$ cat src/hw/rtl/hsv_pkg.sv
package hsv_pkg;

    localparam int unsigned HueBits    = 16;
    localparam int unsigned ChanBits   = 8;
    localparam int unsigned StepBits   = 11;
    localparam int unsigned HueSteps   = 1530;
    localparam int unsigned RampWidth  = 255;
    localparam int unsigned HueRound   = 32768;
    localparam int unsigned InBits     = HueBits + 2 * ChanBits;
    localparam int unsigned OutBits    = 3 * ChanBits;

    typedef logic [ChanBits-1:0] t_chan;
    typedef logic [StepBits-1:0] t_step;

endpackage

$ cat src/hw/rtl/hsv_to_rgb_pixel.sv
// hsv to rgb pixel converter, one pixel per transaction on each side
//
// slave channel s_axis: one pixel as hue (16 bit), saturation and brightness
// master channel m_axis: the matching red, green and blue bytes
//
// the conversion runs through four register stages: hue rescale multiply,
// ramp select, saturation multiply, brightness add and multiply. the last
// stage is the output register. throughput is one pixel every cycle while
// the receiver keeps m_axis_tready high.
//
// each stage holds its item until the next stage is free, so a stalled
// receiver fills the empty stages first and only then drops s_axis_tready;
// nothing is lost or repeated. a held result keeps its data stable.
//
// reset (i_rst_n low at a clock edge) empties all stages; the block then
// accepts pixels on the next cycle.
module hsv_to_rgb_pixel
    import hsv_pkg::*;
(
    input  logic               i_clk,
    input  logic               i_rst_n,
    input  logic               s_axis_tvalid,
    output logic               s_axis_tready,
    input  logic [InBits-1:0]  s_axis_tdata,   // hue[15:0], saturation[23:16], brightness[31:24]
    output logic               m_axis_tvalid,
    input  logic               m_axis_tready,
    output logic [OutBits-1:0] m_axis_tdata    // red[7:0], green[15:8], blue[23:16]
);

    logic r_v1, r_v2, r_v3, r_v4;
    logic rdy1, rdy2, rdy3, rdy4;

    t_step r_h;
    t_chan r_sat1, r_val1, r_sat2, r_val2, r_sat3, r_val3;
    t_chan r_r, r_g, r_b;
    t_chan r_pr, r_pg, r_pb;
    t_chan r_or, r_og, r_ob;

    logic [HueBits-1:0] in_hue;
    t_chan in_sat, in_val;
    logic [26:0] n_hsum;
    t_step n_h;
    t_chan n_r, n_g, n_b;
    logic [8:0] sat_p1, val_p1;
    logic [16:0] prod_r, prod_g, prod_b;
    logic [8:0] t_r, t_g, t_b;
    logic [17:0] sh_r, sh_g, sh_b;

    assign rdy4 = !r_v4 || m_axis_tready;
    assign rdy3 = !r_v3 || rdy4;
    assign rdy2 = !r_v2 || rdy3;
    assign rdy1 = !r_v1 || rdy2;

    assign s_axis_tready = rdy1;
    assign m_axis_tvalid = r_v4;
    assign m_axis_tdata  = {r_ob, r_og, r_or};

    assign in_hue = s_axis_tdata[HueBits-1:0];
    assign in_sat = s_axis_tdata[HueBits+ChanBits-1:HueBits];
    assign in_val = s_axis_tdata[InBits-1:HueBits+ChanBits];

    // hue rescale onto 0..1530 with rounding
    assign n_hsum = 27'(in_hue) * 27'(HueSteps) + 27'(HueRound);
    assign n_h    = n_hsum[26:16];

    // six ramps
    always_comb begin
        n_r = '0;
        n_g = '0;
        n_b = '0;
        if (r_h < StepBits'(2 * RampWidth)) begin
            if (r_h < StepBits'(RampWidth)) begin
                n_r = t_chan'(RampWidth);
                n_g = r_h[ChanBits-1:0];
            end else begin
                n_r = t_chan'(StepBits'(2 * RampWidth) - r_h);
                n_g = t_chan'(RampWidth);
            end
        end else if (r_h < StepBits'(4 * RampWidth)) begin
            if (r_h < StepBits'(3 * RampWidth)) begin
                n_g = t_chan'(RampWidth);
                n_b = t_chan'(r_h - StepBits'(2 * RampWidth));
            end else begin
                n_g = t_chan'(StepBits'(4 * RampWidth) - r_h);
                n_b = t_chan'(RampWidth);
            end
        end else if (r_h < StepBits'(HueSteps)) begin
            if (r_h < StepBits'(5 * RampWidth)) begin
                n_r = t_chan'(r_h - StepBits'(4 * RampWidth));
                n_b = t_chan'(RampWidth);
            end else begin
                n_r = t_chan'(RampWidth);
                n_b = t_chan'(StepBits'(HueSteps) - r_h);
            end
        end else begin
            n_r = t_chan'(RampWidth);
        end
    end

    assign sat_p1 = {1'b0, r_sat2} + 9'd1;
    assign prod_r = {9'd0, r_r} * {8'd0, sat_p1};
    assign prod_g = {9'd0, r_g} * {8'd0, sat_p1};
    assign prod_b = {9'd0, r_b} * {8'd0, sat_p1};

    assign val_p1 = {1'b0, r_val3} + 9'd1;
    assign t_r  = {1'b0, r_pr} + 9'(RampWidth) - {1'b0, r_sat3};
    assign t_g  = {1'b0, r_pg} + 9'(RampWidth) - {1'b0, r_sat3};
    assign t_b  = {1'b0, r_pb} + 9'(RampWidth) - {1'b0, r_sat3};
    assign sh_r = {9'd0, t_r} * {9'd0, val_p1};
    assign sh_g = {9'd0, t_g} * {9'd0, val_p1};
    assign sh_b = {9'd0, t_b} * {9'd0, val_p1};

    always_ff @(posedge i_clk) begin
        if (!i_rst_n) begin
            r_v1 <= 1'b0;
            r_v2 <= 1'b0;
            r_v3 <= 1'b0;
            r_v4 <= 1'b0;
        end else begin
            if (rdy1) r_v1 <= s_axis_tvalid;
            if (rdy2) r_v2 <= r_v1;
            if (rdy3) r_v3 <= r_v2;
            if (rdy4) r_v4 <= r_v3;
        end
    end

    always_ff @(posedge i_clk) begin
        if (rdy1 && s_axis_tvalid) begin
            r_h    <= n_h;
            r_sat1 <= in_sat;
            r_val1 <= in_val;
        end
        if (rdy2 && r_v1) begin
            r_r    <= n_r;
            r_g    <= n_g;
            r_b    <= n_b;
            r_sat2 <= r_sat1;
            r_val2 <= r_val1;
        end
        if (rdy3 && r_v2) begin
            r_pr   <= prod_r[15:8];
            r_pg   <= prod_g[15:8];
            r_pb   <= prod_b[15:8];
            r_sat3 <= r_sat2;
            r_val3 <= r_val2;
        end
        if (rdy4 && r_v3) begin
            r_or <= sh_r[15:8];
            r_og <= sh_g[15:8];
            r_ob <= sh_b[15:8];
        end
    end

endmodule

$ cat config.mk
export PLATFORM = sky130hd
export DESIGN_NAME = hsv_to_rgb_pixel
export DESIGN_NICKNAME = d
export VERILOG_FILES = /design/src/hw/rtl/hsv_pkg.sv /design/src/hw/rtl/hsv_to_rgb_pixel.sv
export SDC_FILE = /design/constraint.sdc
export NUM_CORES = 1
export LEC_CHECK = 0
export BUFFER_PORTS_ARGS = -buffer_cell sky130_fd_sc_hd__buf_2
export CORE_UTILIZATION = 45
export CTS_BUF_LIST = sky130_fd_sc_hd__clkbuf_4
export DETAILED_ROUTE_END_ITERATION = 16
export HOLD_SLACK_MARGIN = 0.15
export PLACE_DENSITY = 0.68
export RECOVER_POWER = 50
export SYNTH_ARGS = -nofsm -noshare
export SYNTH_HDL_FRONTEND = slang
export SYNTH_SLANG_ARGS = --single-unit
$ cat constraint.sdc
create_clock -name i_clk -period 8.1 [get_ports i_clk]
set_input_delay 1.215 -clock i_clk [delete_from_list [all_inputs] [get_ports i_clk]]
set_output_delay 1.215 -clock i_clk [all_outputs]
set_load 0.01 [all_outputs]
==> flow_metrics.env <==
export IMPL_hold_class="flop to flop"
export IMPL_grt_pass1_vias=17111
export IMPL_setup_viol=0
export IMPL_min_period_ns=7.01
export IMPL_rsz0062_at_grt="false"
export IMPL_outcome="complete, but fails checks"
export IMPL_reg2reg_from="r_sat2[0]"
export IMPL_htreeDepth=4
export IMPL_syn2layout_area_growth_pct=5.92
export IMPL_firstDrtPassIters=6
export IMPL_synth_cells=2368
export IMPL_fp_coreArea_mm2=0.0494
export IMPL_clock_sinks=135
export IMPL_clockBufferDepth=2
export IMPL_gp_congestion=0.896
export IMPL_crit_chain="clkbuf_1, ha_1, xor2_2, buf_4, and2_1, fa_1, ha_1, inv_1, fa_1, inv_1, ha_1, nor4bb_1, a41o_1, a21o_1, a21o_1, a21oi_1, nor2b_1, o41ai_2, o211ai_1, a21oi_1, xnor2_1"
export IMPL_cts_tree="done"
export IMPL_path_common_cell="ha_1"
export IMPL_fmax_mhz=143
export IMPL_netlist_area_leader_share=0.306
export IMPL_avgSynthCellArea_um2=9.57
export IMPL_post_cts_setup_buffers=0
export IMPL_detail_route_vias_per_cell=5.13
export IMPL_nFillCells=4539
export IMPL_die_area_mm2=0.0513
export IMPL_synth_edf_count=131
export IMPL_slew_headroom=-0.853
export IMPL_cp_max_fo=25
export IMPL_synth_top_area_cell="fa_1"
export IMPL_cp_num_buf_inv=4
export IMPL_clkTransAtPathRegs_ns=0.18
export IMPL_die_w_um=226
export IMPL_yosysSeqAreaShare=0.177
export IMPL_grt_start_max_net_pins=41
export IMPL_start_util=0.459
export IMPL_ant_nets=0
export IMPL_critPathTopFamily="adder cells"
export IMPL_startpoint_type="flop"
export IMPL_ys_types=71
export IMPL_required_ns=8.47
export IMPL_vias=15787
export IMPL_violations="max-capacitance violations, max-slew violations"
export IMPL_cts_inserted_buffers=17
export IMPL_ys_ff_latch=135
export IMPL_die_height_um=226
export IMPL_antenna_found_initial=5
export IMPL_criticalPathCategory="flop to flop"
export IMPL_period_share=0.865
export IMPL_grt_usage=0.197
export IMPL_skew_ns=0.0515
export IMPL_synth_area_mm2=0.0227
export IMPL_ys_warn_count=0
export IMPL_endpoint_kind="flop"
export IMPL_wl_um=47100
export IMPL_wire_per_inst_um=15.3
export IMPL_max_stage_delay_ns=0.98
export IMPL_syn_nets=3041
export IMPL_synth_most_common_cell="inv_1"
export IMPL_drv_slew=94
export IMPL_io_pins=62
export IMPL_clockRootBuffer="clkbuf_4"
export IMPL_grt_first_pass_wirelength_um=81300
export IMPL_maxCapViolations=3
export IMPL_worstMarginPinSlew_ns=2.77
export IMPL_dp_hpwl_um=38800
export IMPL_hp_start="r_val2[7]"
export IMPL_worstSetupStartpoint="r_sat2[0]"
export IMPL_setup_tns_ns=0
export IMPL_rows=81
export IMPL_cts_resized=0
export IMPL_post_route_drc_count=0
export IMPL_final_hold_viol_count=0
export IMPL_slowest_stage="clkbuf_1"
export IMPL_async_reset_ff_frac=0
export IMPL_synthTopCellsByCount="496 x inv_1, 346 x fa_1, 291 x ha_1, 236 x nand2_1, 158 x nor2_1"
export IMPL_arrival_ns=7.38
export IMPL_drt_iter0_markers=799
export IMPL_drive_gt1_frac=0.0580
export IMPL_nets=3072
export IMPL_grt_remaining_overflow=0
export IMPL_synth_flop_cell="edfxtp_1"
export IMPL_clock_latency_ns=0.64
export IMPL_cts_hold_buf=0
export IMPL_io_buffers=61
export IMPL_synth_area_top_cells="fa_1 31%, edfxtp_1 17%, ha_1 16%, inv_1 8.2%, nand2_1 3.9%"
[state kept, by name, summed over array words and instances (netlist names)]
signal and cells:
r_og 8, r_b 8, r_sat3 8, r_v2 1
r_val2 8, r_pb 8, r_ob 8, r_v3 1
r_v1 1, r_val3 8, r_pg 8, r_sat2 8
r_h 11, r_or 8, r_pr 8, r_val1 8
r_g 8, m_axis_tvalid 1, r_sat1 8, r_r 8
[per-layer routing]
metal | GRT usage | routed length [um] | up-vias
li1 | - | - | 7459
met1 | 0.237 | 19800 | 7853
met2 | 0.355 | 23900 | 373
met3 | 0.0307 | 2090 | 96
met4 | 0.0682 | 1270 | 6
met5 | 0 | 39 | -
[cell usage in the layout (no fill, tap or decap), types with 6 or more instances in the layout]
cell type  count
ha_1         291
or2_2         10
nand3_1       29
buf_2         57
o21a_1         9
o21ai_0       42
nor3_1        16
clkbuf_4      17
a21oi_1       62
xnor2_1       99
clkbuf_1       7
edfxtp_1     131
and2_1       109
a31oi_1       11
nand4_1        7
nor2b_1       32
inv_1        496
buf_4         18
xor2_1        48
a41o_1         6
a21o_1        18
o21bai_1      14
fa_1         346
nor2_1       158
nand2_1      236
and3_1        11
nand2b_1      34
[layout make-up]
class / instances / area, um2 / share of cell area
antenna: 3 / 7.51 / 0.000313
clock buffer: 17 / 128 / 0.00532
clock inverter: 15 / 180 / 0.00751
inverter: 496 / 1860 / 0.0776
multi-input combinational: 1667 / 16500 / 0.689
sequential: 135 / 4010 / 0.167
tap: 664 / 831 / 0.0346
timing repair buffer: 82 / 447 / 0.0186
[final timing paths]
| path | depth (start not counted) | endpoint | slack, ns |
|---|---|---|---|
| hold reg to reg | 0 | r_val3[7] | 0.38 |
| setup reg to reg | 21 | r_pg[7] | 1.09 |
| hold / removal | 0 | r_val3[7] | 0.38 |
| setup / recovery | 21 | r_pg[7] | 1.09 |
[through the flow]
step / worst slack (ns) / utilization / hold slack (ns) / cells / instance area (um2)
after global placement: 0.983 / 0.481 / 0.401 / 3044 / 23700
after CTS: 1.25 / 0.487 / 0.391 / 3076 / 24000
after floorplan: 1.45 / - / 0.400 / 2368 / 22700
after global routing: 0.775 / 0.486 / 0.401 / 3078 / 24000
final: 1.09 / 0.486 / 0.384 / 3079 / 24000
after detailed placement: 0.779 / 0.481 / 0.405 / 3044 / 23700
[logic make-up (layout without fill, tap and decap cells)]
logic type | count (synthesis) | in the layout | share of synthesized area
xor gates and xnor gates | 150 | 150 | 0.0580
other | 0 | 3 | 0
buffers and inverters | 566 | 610 | 0.0952
adders and majority gates | 637 | 637 | 0.466
and+or+nand+nor | 669 | 669 | 0.141
AOI/OAI and AO/OA | 208 | 208 | 0.0607
muxes | 3 | 3 | 0.00133
DFF | 135 | 135 | 0.177
Power is not shown: default switching activity piles up to over one toggle a cycle in this logic, so the estimate is an artifact.
